File: config.mk
export PLATFORM = sky130hd
export DESIGN_NAME = nearest_segment_collision
export DESIGN_NICKNAME = d
export VERILOG_FILES = /design/src/hdl/nsc_pkg.sv /design/src/hdl/nearest_segment_collision.sv /design/src/hdl/nsc_mac.sv /design/src/hdl/nsc_div.sv
export SDC_FILE = /design/constraint.sdc
export NUM_CORES = 2
export LEC_CHECK = 0
export BUFFER_PORTS_ARGS = -buffer_cell sky130_fd_sc_hd__buf_2
export CORE_ASPECT_RATIO = 1.2
export CORE_UTILIZATION = 40
export CTS_CLUSTER_DIAMETER = 40
export DETAILED_ROUTE_END_ITERATION = 7
export PLACE_DENSITY = 0.55
export SETUP_SLACK_MARGIN = 0.05
export SYNTH_ARGS = -nofsm -noshare
export SYNTH_HDL_FRONTEND = slang
export SYNTH_SLANG_ARGS = --single-unit
File: constraint.sdc
create_clock -name clk -period 16.3 [get_ports clk]
set_input_delay 3.26 -clock clk [delete_from_list [all_inputs] [get_ports clk]]
set_output_delay 3.26 -clock clk [all_outputs]
set_load 0.05 [all_outputs]
File: src/hdl/nsc_pkg.sv
// ----------------------------------------------------------------------------
// nsc_pkg
// Shared widths and codes for the nearest segment collision block.
// ----------------------------------------------------------------------------
package nsc_pkg;

  localparam int COORD_W = 20;
  localparam int DIFF_W  = COORD_W + 1;       // coordinate difference
  localparam int CPROD_W = 2 * COORD_W + 2;   // line constant C
  localparam int DET_W   = 2 * COORD_W + 3;   // determinant, also squared dist
  localparam int ACC_W   = 64;                // accumulator of the serial MAC
  localparam int QMAG_W  = ACC_W - 1;         // numerator magnitude bits
  localparam int OUTL_W  = 8;
  localparam int IDX_W   = 8;

  localparam int MAC_CNT_W = $clog2(DIFF_W);
  localparam int DIV_CNT_W = $clog2(QMAG_W);

  localparam logic [OUTL_W-1:0] OUTL_MAX = OUTL_W'(255);

  // configuration register indexes
  localparam logic [IDX_W-1:0] REG_START_X = IDX_W'(0);
  localparam logic [IDX_W-1:0] REG_START_Y = IDX_W'(1);
  localparam logic [IDX_W-1:0] REG_END_X   = IDX_W'(2);
  localparam logic [IDX_W-1:0] REG_END_Y   = IDX_W'(3);

  // MAC program steps
  localparam logic [3:0] STP_C1A = 4'd0;
  localparam logic [3:0] STP_C1B = 4'd1;
  localparam logic [3:0] STP_C2A = 4'd2;
  localparam logic [3:0] STP_C2B = 4'd3;
  localparam logic [3:0] STP_DTA = 4'd4;
  localparam logic [3:0] STP_DTB = 4'd5;
  localparam logic [3:0] STP_NXA = 4'd6;
  localparam logic [3:0] STP_NXB = 4'd7;
  localparam logic [3:0] STP_NYA = 4'd8;
  localparam logic [3:0] STP_NYB = 4'd9;
  localparam logic [3:0] STP_D2A = 4'd10;
  localparam logic [3:0] STP_D2B = 4'd11;

  typedef struct packed {
    logic start;
    logic clear;
    logic neg;
  } mac_ctl_t;

endpackage

File: src/hdl/nearest_segment_collision.sv
// ----------------------------------------------------------------------------
// nearest_segment_collision
// Intersects each outline edge with the path and keeps the nearest hit.
// ----------------------------------------------------------------------------
// A vertex that closes no edge goes straight to the finish state. One that closes
// an edge runs 21-bit serial multiplies on the shared MAC (six up to the
// determinant, twelve for a hit) and, unless the lines are parallel, two 63-bit
// serial divisions. One vertex in flight: a new one is taken only when idle, and a
// final vertex also waits for the previous result. Reset: synchronous, clears the
// control state, configuration and best hit, not the datapath registers.
module nearest_segment_collision (
  input  logic                                 clk,
  input  logic                                 rst,
  input  logic                                 cfg_we,
  input  logic [nsc_pkg::IDX_W-1:0]            cfg_index,
  input  logic [nsc_pkg::COORD_W-1:0]          cfg_data,
  input  logic                                 in_valid,
  output logic                                 in_ready,
  input  logic signed [nsc_pkg::COORD_W-1:0]   vertex_x,
  input  logic signed [nsc_pkg::COORD_W-1:0]   vertex_y,
  input  logic                                 outline_begin,
  input  logic                                 final_vertex,
  output logic                                 out_valid,
  input  logic                                 out_ready,
  output logic                                 collision_found,
  output logic signed [nsc_pkg::COORD_W-1:0]   collision_x,
  output logic signed [nsc_pkg::COORD_W-1:0]   collision_y,
  output logic [nsc_pkg::OUTL_W-1:0]           collision_outline
);

  localparam logic [2:0] S_IDLE  = 3'd0;
  localparam logic [2:0] S_MUL   = 3'd1;
  localparam logic [2:0] S_MWAIT = 3'd2;
  localparam logic [2:0] S_DIV   = 3'd3;
  localparam logic [2:0] S_DWAIT = 3'd4;
  localparam logic [2:0] S_CHECK = 3'd5;
  localparam logic [2:0] S_FIN   = 3'd6;

  localparam int CW = nsc_pkg::COORD_W;

  logic [2:0] state;
  logic [3:0] step;
  logic       dsel;

  logic signed [CW-1:0] sx, sy, ex, ey;
  logic signed [CW-1:0] x1, y1, x2, y2;
  logic                 last;
  logic signed [CW-1:0] prev_x, prev_y;
  logic                 prev_valid;
  logic [nsc_pkg::OUTL_W-1:0] outline_count;
  logic [nsc_pkg::DET_W-1:0]  best_d2;
  logic signed [CW-1:0] best_x, best_y;
  logic [nsc_pkg::OUTL_W-1:0] best_outline;
  logic                 hit_seen;

  logic signed [nsc_pkg::CPROD_W-1:0] c1, c2;
  logic signed [nsc_pkg::DET_W-1:0]   det;
  logic signed [nsc_pkg::ACC_W-1:0]   nx, ny, ix;
  logic signed [CW-1:0]               hx, hy;

  logic signed [nsc_pkg::DIFF_W-1:0] a1, b1, a2, b2, dx, dy;
  logic signed [nsc_pkg::DIFF_W-1:0] mplier;
  logic signed [nsc_pkg::ACC_W-1:0]  mcand;
  nsc_pkg::mac_ctl_t                 mac_ctl;
  logic                              mac_busy;
  logic signed [nsc_pkg::ACC_W-1:0]  acc;
  logic                              div_start;
  logic                              div_busy;
  logic signed [nsc_pkg::ACC_W-1:0]  quo;

  logic                 fit_x, fit_y, in_box;
  logic signed [CW-1:0] qx, qy;
  logic [nsc_pkg::DET_W-1:0] d2;

  assign a1 = nsc_pkg::DIFF_W'(ey) - nsc_pkg::DIFF_W'(sy);
  assign b1 = nsc_pkg::DIFF_W'(sx) - nsc_pkg::DIFF_W'(ex);
  assign a2 = nsc_pkg::DIFF_W'(y2) - nsc_pkg::DIFF_W'(y1);
  assign b2 = nsc_pkg::DIFF_W'(x1) - nsc_pkg::DIFF_W'(x2);
  assign dx = nsc_pkg::DIFF_W'(hx) - nsc_pkg::DIFF_W'(sx);
  assign dy = nsc_pkg::DIFF_W'(hy) - nsc_pkg::DIFF_W'(sy);

  always_comb begin
    mplier = a1;
    mcand  = nsc_pkg::ACC_W'(sx);
    case (step)
      nsc_pkg::STP_C1A: begin mplier = a1; mcand = nsc_pkg::ACC_W'(sx); end
      nsc_pkg::STP_C1B: begin mplier = b1; mcand = nsc_pkg::ACC_W'(sy); end
      nsc_pkg::STP_C2A: begin mplier = a2; mcand = nsc_pkg::ACC_W'(x1); end
      nsc_pkg::STP_C2B: begin mplier = b2; mcand = nsc_pkg::ACC_W'(y1); end
      nsc_pkg::STP_DTA: begin mplier = a1; mcand = nsc_pkg::ACC_W'(b2); end
      nsc_pkg::STP_DTB: begin mplier = a2; mcand = nsc_pkg::ACC_W'(b1); end
      nsc_pkg::STP_NXA: begin mplier = b2; mcand = nsc_pkg::ACC_W'(c1); end
      nsc_pkg::STP_NXB: begin mplier = b1; mcand = nsc_pkg::ACC_W'(c2); end
      nsc_pkg::STP_NYA: begin mplier = a1; mcand = nsc_pkg::ACC_W'(c2); end
      nsc_pkg::STP_NYB: begin mplier = a2; mcand = nsc_pkg::ACC_W'(c1); end
      nsc_pkg::STP_D2A: begin mplier = dx; mcand = nsc_pkg::ACC_W'(dx); end
      nsc_pkg::STP_D2B: begin mplier = dy; mcand = nsc_pkg::ACC_W'(dy); end
      default: begin mplier = a1; mcand = nsc_pkg::ACC_W'(sx); end
    endcase
  end

  assign mac_ctl.start = (state == S_MUL);
  assign mac_ctl.clear = ~step[0];
  assign mac_ctl.neg   = (step == nsc_pkg::STP_DTB) || (step == nsc_pkg::STP_NXB) ||
                         (step == nsc_pkg::STP_NYB);
  assign div_start     = (state == S_DIV);

  nsc_mac u_mac (
    .clk    (clk),
    .rst    (rst),
    .ctl    (mac_ctl),
    .mcand  (mcand),
    .mplier (mplier),
    .busy   (mac_busy),
    .acc    (acc)
  );

  nsc_div u_div (
    .clk   (clk),
    .rst   (rst),
    .start (div_start),
    .num   (dsel ? ny : nx),
    .den   (det),
    .busy  (div_busy),
    .quo   (quo)
  );

  // quotients outside the coordinate range can never lie in a box
  assign fit_x = (&ix[nsc_pkg::ACC_W-1:CW-1]) | ~(|ix[nsc_pkg::ACC_W-1:CW-1]);
  assign fit_y = (&quo[nsc_pkg::ACC_W-1:CW-1]) | ~(|quo[nsc_pkg::ACC_W-1:CW-1]);
  assign qx    = ix[CW-1:0];
  assign qy    = quo[CW-1:0];
  assign in_box = fit_x && fit_y &&
                  ((qx >= x1 && qx <= x2) || (qx >= x2 && qx <= x1)) &&
                  ((qy >= y1 && qy <= y2) || (qy >= y2 && qy <= y1)) &&
                  ((qx >= sx && qx <= ex) || (qx >= ex && qx <= sx)) &&
                  ((qy >= sy && qy <= ey) || (qy >= ey && qy <= sy));
  assign d2 = acc[nsc_pkg::DET_W-1:0];

  assign in_ready = (state == S_IDLE);

  always_ff @(posedge clk) begin
    if (rst) begin
      sx <= '0;
      sy <= '0;
      ex <= '0;
      ey <= '0;
    end else if (cfg_we) begin
      case (cfg_index)
        nsc_pkg::REG_START_X: sx <= cfg_data;
        nsc_pkg::REG_START_Y: sy <= cfg_data;
        nsc_pkg::REG_END_X:   ex <= cfg_data;
        nsc_pkg::REG_END_Y:   ey <= cfg_data;
        default: ;
      endcase
    end
  end

  always_ff @(posedge clk) begin
    if (rst) begin
      state         <= S_IDLE;
      step          <= '0;
      dsel          <= 1'b0;
      prev_x        <= '0;
      prev_y        <= '0;
      prev_valid    <= 1'b0;
      outline_count <= '0;
      best_d2       <= '0;
      best_x        <= '0;
      best_y        <= '0;
      best_outline  <= '0;
      hit_seen      <= 1'b0;
      out_valid     <= 1'b0;
    end else begin
      // a new result loaded in S_FIN takes precedence over the drain
      if (out_valid && out_ready && !(state == S_FIN && last)) begin
        out_valid <= 1'b0;
      end
      case (state)
        S_IDLE: begin
          if (in_valid) begin
            x1   <= prev_x;
            y1   <= prev_y;
            x2   <= vertex_x;
            y2   <= vertex_y;
            last <= final_vertex;
            step <= nsc_pkg::STP_C1A;
            if (outline_begin) begin
              prev_valid <= 1'b0;
              if (prev_valid && outline_count < nsc_pkg::OUTL_MAX) begin
                outline_count <= outline_count + 1'b1;
              end
            end
            state <= (prev_valid && !outline_begin) ? S_MUL : S_FIN;
          end
        end
        S_MUL: state <= S_MWAIT;
        S_MWAIT: begin
          if (!mac_busy) begin
            step  <= step + 1'b1;
            state <= S_MUL;
            case (step)
              nsc_pkg::STP_C1B: c1 <= acc[nsc_pkg::CPROD_W-1:0];
              nsc_pkg::STP_C2B: c2 <= acc[nsc_pkg::CPROD_W-1:0];
              nsc_pkg::STP_DTB: begin
                det <= acc[nsc_pkg::DET_W-1:0];
                if (acc == '0) begin
                  state <= S_FIN;
                end
              end
              nsc_pkg::STP_NXB: nx <= acc;
              nsc_pkg::STP_NYB: begin
                ny    <= acc;
                dsel  <= 1'b0;
                state <= S_DIV;
              end
              nsc_pkg::STP_D2B: begin
                if (!hit_seen || d2 < best_d2) begin
                  hit_seen     <= 1'b1;
                  best_d2      <= d2;
                  best_x       <= hx;
                  best_y       <= hy;
                  best_outline <= outline_count;
                end
                state <= S_FIN;
              end
              default: ;
            endcase
          end
        end
        S_DIV: state <= S_DWAIT;
        S_DWAIT: begin
          if (!div_busy) begin
            if (!dsel) begin
              ix    <= quo;
              dsel  <= 1'b1;
              state <= S_DIV;
            end else begin
              state <= S_CHECK;
            end
          end
        end
        S_CHECK: begin
          hx <= qx;
          hy <= qy;
          if (in_box) begin
            step  <= nsc_pkg::STP_D2A;
            state <= S_MUL;
          end else begin
            state <= S_FIN;
          end
        end
        S_FIN: begin
          if (!last) begin
            prev_x     <= x2;
            prev_y     <= y2;
            prev_valid <= 1'b1;
            state      <= S_IDLE;
          end else if (!out_valid || out_ready) begin
            out_valid         <= 1'b1;
            collision_found   <= hit_seen;
            collision_x       <= hit_seen ? best_x : '0;
            collision_y       <= hit_seen ? best_y : '0;
            collision_outline <= hit_seen ? best_outline : '0;
            prev_x        <= '0;
            prev_y        <= '0;
            prev_valid    <= 1'b0;
            outline_count <= '0;
            best_d2       <= '0;
            best_x        <= '0;
            best_y        <= '0;
            best_outline  <= '0;
            hit_seen      <= 1'b0;
            state         <= S_IDLE;
          end
        end
        default: state <= S_IDLE;
      endcase
    end
  end

  a_units_exclusive: assert property (@(posedge clk) disable iff (rst)
    !(mac_busy && div_busy))
    else $error("MAC and divider busy together");

  a_accept_leaves_idle: assert property (@(posedge clk) disable iff (rst)
    in_valid && in_ready |=> state != S_IDLE)
    else $error("item accepted but control stayed idle");

  a_miss_is_zero: assert property (@(posedge clk) disable iff (rst)
    out_valid && !collision_found |->
      collision_x == '0 && collision_y == '0 && collision_outline == '0)
    else $error("miss reported with nonzero payload");

endmodule

File: src/hdl/nsc_mac.sv
// ----------------------------------------------------------------------------
// nsc_mac
// Bit-serial signed multiply-accumulate, one multiplier bit per cycle.
// ----------------------------------------------------------------------------
module nsc_mac (
  input  logic                                clk,
  input  logic                                rst,
  input  nsc_pkg::mac_ctl_t                   ctl,
  input  logic signed [nsc_pkg::ACC_W-1:0]    mcand,
  input  logic signed [nsc_pkg::DIFF_W-1:0]   mplier,
  output logic                                busy,
  output logic signed [nsc_pkg::ACC_W-1:0]    acc
);

  logic signed [nsc_pkg::ACC_W-1:0]     mc;
  logic        [nsc_pkg::DIFF_W-1:0]    mp;
  logic        [nsc_pkg::MAC_CNT_W-1:0] cnt;
  logic                                 neg;
  logic        [nsc_pkg::ACC_W-1:0]     term;
  logic                                 last;
  logic                                 sub;

  assign last = (cnt == nsc_pkg::MAC_CNT_W'(nsc_pkg::DIFF_W - 1));
  assign term = mp[0] ? mc : '0;
  assign sub  = last ^ neg;   // msb of the multiplier weighs negative

  always_ff @(posedge clk) begin
    if (rst) begin
      busy <= 1'b0;
      cnt  <= '0;
    end else if (ctl.start) begin
      busy <= 1'b1;
      cnt  <= '0;
      if (ctl.clear) begin
        acc <= '0;
      end
      mc  <= mcand;
      mp  <= mplier;
      neg <= ctl.neg;
    end else if (busy) begin
      acc <= sub ? acc - term : acc + term;
      mc  <= mc <<< 1;
      mp  <= mp >> 1;
      cnt <= cnt + 1'b1;
      if (last) begin
        busy <= 1'b0;
      end
    end
  end

endmodule

File: src/hdl/nsc_div.sv
// ----------------------------------------------------------------------------
// nsc_div
// Restoring signed divider, one quotient bit per cycle, truncates toward zero.
// ----------------------------------------------------------------------------
module nsc_div (
  input  logic                               clk,
  input  logic                               rst,
  input  logic                               start,
  input  logic signed [nsc_pkg::ACC_W-1:0]   num,
  input  logic signed [nsc_pkg::DET_W-1:0]   den,
  output logic                               busy,
  output logic signed [nsc_pkg::ACC_W-1:0]   quo
);

  logic [nsc_pkg::QMAG_W-1:0]    n;
  logic [nsc_pkg::QMAG_W-1:0]    q;
  logic [nsc_pkg::DET_W-1:0]     d;
  logic [nsc_pkg::DET_W-1:0]     rem;
  logic [nsc_pkg::DET_W:0]       rem_sh;
  logic [nsc_pkg::DET_W:0]       rem_sub;
  logic                          qbit;
  logic                          neg;
  logic [nsc_pkg::DIV_CNT_W-1:0] cnt;
  logic [nsc_pkg::ACC_W-1:0]     num_abs;
  logic [nsc_pkg::DET_W-1:0]     den_abs;

  assign num_abs = num[nsc_pkg::ACC_W-1] ? -num : num;
  assign den_abs = den[nsc_pkg::DET_W-1] ? -den : den;
  assign rem_sh  = {rem, n[nsc_pkg::QMAG_W-1]};
  assign rem_sub = rem_sh - {1'b0, d};
  assign qbit    = ~rem_sub[nsc_pkg::DET_W];
  assign quo     = neg ? -{1'b0, q} : {1'b0, q};

  always_ff @(posedge clk) begin
    if (rst) begin
      busy <= 1'b0;
      cnt  <= '0;
    end else if (start) begin
      busy <= 1'b1;
      cnt  <= '0;
      n    <= num_abs[nsc_pkg::QMAG_W-1:0];
      d    <= den_abs;
      rem  <= '0;
      q    <= '0;
      neg  <= num[nsc_pkg::ACC_W-1] ^ den[nsc_pkg::DET_W-1];
    end else if (busy) begin
      rem <= qbit ? rem_sub[nsc_pkg::DET_W-1:0] : rem_sh[nsc_pkg::DET_W-1:0];
      q   <= {q[nsc_pkg::QMAG_W-2:0], qbit};
      n   <= n << 1;
      cnt <= cnt + 1'b1;
      if (cnt == nsc_pkg::DIV_CNT_W'(nsc_pkg::QMAG_W - 1)) begin
        busy <= 1'b0;
      end
    end
  end

endmodule
Yosys cells after proc, flatten, opt, wreduce, memory -nomap -nowiden. Index checks and enable logic that the tools add are counted.

Bits in writable memories: 0. Output and inout bits: 51. Logic and storage cells: 291. Bits of input ports: 75. Bits in latches: 0. Memories kept: 0. Register bits after elaboration: 1095. Bits in read-only memories: 0.

Shift operators: 0. Reductions and logical operators: 75. Equal/unequal tests: 36. $add $sub $neg: 16. Bitwise operators: 11. Multiply operators: 0. Divide/modulo/power cells: 0. Order comparisons: 18. Muxes and demuxes: 87.

Operators by type and width (count): $mux W64 (9); $pmux W64 S9 (1); $mux W43 (7); $mux W63 (4); $mux W20 (10); $ge A20 B20 Y1 (8); $le A20 B20 Y1 (8); $sub A20 B20 Y21 (6); $pmux W21 S5 (1); $reduce_and A45 Y1 (2); $reduce_or A45 Y1 (2); $pmux W43 S2 (1); $pmux W20 S2 (2); $add A64 B64 Y64 (1); $logic_not A64 Y1 (1); $mux W8 (8); $neg A63 Y64 (1); $sub A64 B64 Y64 (1); $neg A63 Y63 (1); $reduce_and A4 Y1 (11); $sub A44 B43 Y44 (1); $lt A43 B43 Y1 (1); $neg A43 Y43 (1); $mux W21 (2); 43 further kinds (153).

Logic depth before layout (Yosys ltp).
Depth after elaboration: 12. Gate-level depth with buffers: 28. Depth with buffers taken out: 23.

Modules after synthesis. From an unflattened synthesis, not the netlist that was laid out.

Cell total of the unflattened synthesis: 6176. Area total of the unflattened synthesis: 64028.9 µm².

By module, submodules not included: nearest_segment_collision (area each 37717.4 µm², instances 1, sequential area each 19288.5 µm², cells each 3431); nsc_div (area each 14451.4 µm², instances 1, sequential area each 6536.3 µm², cells each 1488); nsc_mac (area each 11860.1 µm², instances 1, sequential area each 4624.4 µm², cells each 1257).

Worst setup path before layout. Ideal clock, no wire load.

Path type: input port to flip-flop. Start point: in rst. End point: reg u_div.busy. Stages: 4. Required time: 16.212 ns. Slack: 4.829 ns. Data arrival time: 11.383 ns. Path buffers: 2. Setup time: 0.088 ns. Cells stage by stage: clkbuf_1 > clkbuf_1 > nor2_1 > o31a_1.

RTL lines: start, declared (line nearest_segment_collision.sv:13) `input logic rst,`; end signal, assigned (line nsc_div.sv:36) `busy <= 1'b0;`; end signal, assigned (line nsc_div.sv:39) `busy <= 1'b1;`; end signal, assigned (line nsc_div.sv:52) `busy <= 1'b0;`; end, declared (line nsc_div.sv:11) `output logic busy,`.

Worst setup path in the final report.
Start point: reg u_mac.cnt[0] in the netlist's numbering. End point: reg u_mac.acc[63] in the netlist's numbering (data pin).

Word-level cells in the longest chain between the ends: 5.

RTL lines: start, declared (line nsc_mac.sv:17) `logic [nsc_pkg::MAC_CNT_W-1:0] cnt;`; start signal, assigned (line nsc_mac.sv:44) `cnt <= cnt + 1'b1;`; $eq A5 B5 Y1 (line nsc_mac.sv:23) `assign last = (cnt == nsc_pkg::MAC_CNT_W'(nsc_pkg::DIFF_W - 1));`; $xor A1 B1 Y1 (line nsc_mac.sv:25) `assign sub = last ^ neg;`; $mux W64 (line nsc_mac.sv:41) `acc <= sub ? acc - term : acc + term;`; $mux W64 (line nsc_mac.sv:40) `end else if (busy) begin`; $mux W64 (line nsc_mac.sv:31) `end else if (ctl.start) begin`; end signal, assigned (line nsc_mac.sv:41); end, declared (line nsc_mac.sv:12) `output logic signed [nsc_pkg::ACC_W-1:0] acc`.

Every way passes these cells. The select of a mux whose other input is x is not followed. A chain may end at the register's enable or synchronous reset.

==> run metrics <==
run status complete, but fails checks; violated checks design-rule violations; Core Footprint 159000 sq um; GP Congestion 1.04; synthesized net count between 6000 and 7000; Core Util, Final between 40% and 50%; Critical Path Source Type register; hold path startpoint prev_y[18]; CTS Buf Count 156; Clock Skews about 0.026 ns; share of cells above drive strength 1 8.35%; most frequent cells in the layout 852 x edfxtp_1, 723 x nand2_1, 457 x nor2_1; Finish-stage setup viols 0; max_cap viols 0; P&R area growth vs syn 13.1%; Wirelength per Cell ~23 um; average size of a mapped cell about 10 sq um; Die Height about 440 um; Slew HR between 10 and 15%; critical path's top delay family compound AO/OA/AOI/OAI gates; Seq/Total Area, Yosys 47.5%; largest area contributor in the netlist edfxtp_1; Clock Tree Buf Depth 3; Cell Rows 160; WS Path Type register to register; Synth cell types a little under 90; worst flop-to-flop path endpoint u_mac.acc[63]; flops & latches, synth approximately 1100; insertion delay to the later sink of the worst-skew pair about 0.80 ns; Top FF cell, synth edfxtp_1; GR Overflow Total 0; Arr. time, crit path roughly 6.8 ns; num ports approximately 130; Starting DRT DRC Count ~4300; Pwr per Cell Area between 100 and 150 nW/um^2; Final period util between 30% and 40%; Nets roughly 7000; largest net degree at the start of global routing a little over 100; DR pass1 iterations 8; # DRC 1; Data required, critical path between 15 and 20 ns; Area contributors post-synth edfxtp_1 40%, ha_1 8.6%, dfxtp_1 7.6%, nand2_1 4.2%, a21oi_1 3.6%; IO buf count 125; post-cts sizing count 0; critical-path cell list inv_1 -> ha_1 -> nand4b_1 -> xor2_2 -> o21ai_0 -> nand2b_1 -> o211ai_1 -> ha_1 -> a211oi_1 -> nor2_1 -> nor4_1 -> o41ai_1 -> o21ai_0 -> a211oi_1 -> a311oi_1 -> a41oi_1 -> o21a_1 -> or3_1 -> a21oi_1; overall die width approximately 370 um; average vias per placed instance approximately 5.6; Worst path slowest cell xor2_2; CTS tree yes; flop-to-flop setup slack 10.17 ns; hpwl dp approximately 150 mm; Max FO, Critical Path 22; first-pass GRT wire length about 300 mm; VDD IR max ~110 uV; # hold bufs at CTS 0; worst min path class register to register; layout filler cell count ~15000; clk sink count roughly 1100; Worst Setup End Kind register; Setup Fix Bufs, Post-CTS 0; final hold vios 0; clk slew on worst S/H paths 0.06 ns; DR WL met3 about 12 mm; final WL ~200 mm; vias in the first global route between 40000 and 50000; met1 wire length between 80 and 90 mm; setup TNS 0 ns; via count roughly 50000; Synth Instances around 6400; P_leak approximately 26 nW; RSZ-0062 raised after global routing no; Async SR Flop Fraction 0%; root buffer cell clkbuf_16; min Tclk post-route 6.13 ns; Critical R2R Launch u_mac.cnt[0]; hold depth 0; R2R cell count 19; Post-synth EDFFs roughly 850; Starting Density roughly two fifths; post-synthesis cell area roughly 64000 sq um; full die area ~160000 sq um; buffer and inverter count on the worst path 1; CP peak stage delay 0.97 ns; antenna violations before repair 7; Max Fclk approximately 160 MHz; gr usage total between 20 and 25%; yosys warns 0; post-route ant nets 0; fin. max-slew vios 0; post-synth top area share about 40%; DR top layer met5; H-Tree Level Count 4; WHS Endpoint y1[18]; WL met2 89.5 mm; worst-margin pin slew approximately 1.3 ns; commonest non-fill, non-tap cell in the layout edfxtp_1
how the worst max path moves through the flow:
stage	from	to	slack, ns	cells past startpoint
final	u_mac.cnt[0]	u_mac.acc[63]	10.17	19
after global routing	u_mac.cnt[0]	u_mac.acc[61]	9.79	19
after CTS	u_mac.cnt[0]	u_mac.acc[63]	10.28	19
after detailed placement	rst	u_mac.mc[58]	9.57	6
after global placement	rst	u_mac.mc[58]	9.57	6
after floorplan	rst	u_div.busy	4.83	4
cells by family (layout without fill, tap and decap cells):
| group | after synthesis | count (layout) | share of synthesized area (%) |
|---|---|---|---|
| buffers and inverters | 646 | 863 | 3.81 |
| multiplexers | 177 | 177 | 2.78 |
| XOR/XNOR | 402 | 402 | 5.49 |
| adder cells (fa/ha/maj) | 449 | 449 | 8.86 |
| flip-flops | 1095 | 1095 | 47.5 |
| AO/OA/AOI/OAI | 1550 | 1550 | 15.6 |
| AND/OR/NAND/NOR | 2119 | 2119 | 16.0 |
| other | 0 | 4 | 0 |
per-layer routing:
| layer | up-vias | global-route usage, % |
|---|---|---|
| li1 | 23759 | - |
| met1 | 23926 | 32.3 |
| met2 | 1403 | 38.1 |
| met3 | 410 | 4.03 |
| met4 | 4 | 11.8 |
| met5 | - | 0 |
registers in the layout, indices dropped and copies added (netlist names), 21 cells and up:
name / cells
ix: 64
c1: 42
c2: 42
u_div.q: 63
u_mac.mp: 21
u_div.n: 63
ny: 64
u_mac.acc: 64
best_d2: 43
u_div.d: 43
det: 43
nx: 64
u_div.rem: 43
u_mac.mc: 64
metrics by stage:
| step | setup WS, ns | instance area (sq um) | hold slack, ns | total power [mW] | instances |
|---|---|---|---|---|---|
| 6_report | 10.17 | 72500 | 0.423 | 9.63 | 8765 |
| 2_1_floorplan | 4.83 | 64100 | 0.409 | 5.37 | 6438 |
| 3_3_place_gp | 9.57 | 67100 | 0.411 | 6.16 | 8470 |
| 5_1_grt | 9.79 | 72500 | 0.431 | 10.1 | 8762 |
| 4_1_cts | 10.28 | 72500 | 0.425 | 9.68 | 8761 |
| 3_5_place_dp | 9.57 | 67100 | 0.417 | 6.19 | 8470 |
cell type report:
cell class                      instances  area, sq um  share of cell area, %
Clock inverter                        107         1210                   1.67
Multi-Input combinational cell       4697        31500                   43.4
Timing Repair Buffer                  201         1200                   1.66
Tap cell                             2106         2640                   3.63
Antenna cell                            4         10.0                 0.0138
Clock buffer                          184         4180                   5.76
Inverter                              371         1390                   1.92
Sequential cell                      1095        30500                   42.0
cell usage after synthesis (43+ instances only):
library cell / number
or3_1: 48
nand2b_1: 145
xor2_1: 168
and2_1: 137
a21o_1: 129
nor3_1: 112
nand3_1: 98
edfxtp_1: 852
clkbuf_1: 242
o21ai_0: 302
ha_1: 441
nor2_1: 466
nor4_1: 72
a21oi_1: 458
o21a_1: 43
nor2b_1: 61
a31oi_1: 60
a22oi_1: 66
a211oi_1: 43
inv_1: 370
nand4_1: 87
o31ai_1: 67
mux2i_1: 166
and3_1: 44
dfxtp_1: 243
xnor2_1: 234
nand2_1: 724
where the power goes:
group	total, mW	internal [mW]	switching (mW)
Clock	3.47	2.07	1.39
Sequential	3.69	3.38	0.305
Combinational	2.48	0.901	1.58
Total	9.63	6.36	3.27
Note: power is estimated with default switching activity, not from simulation.
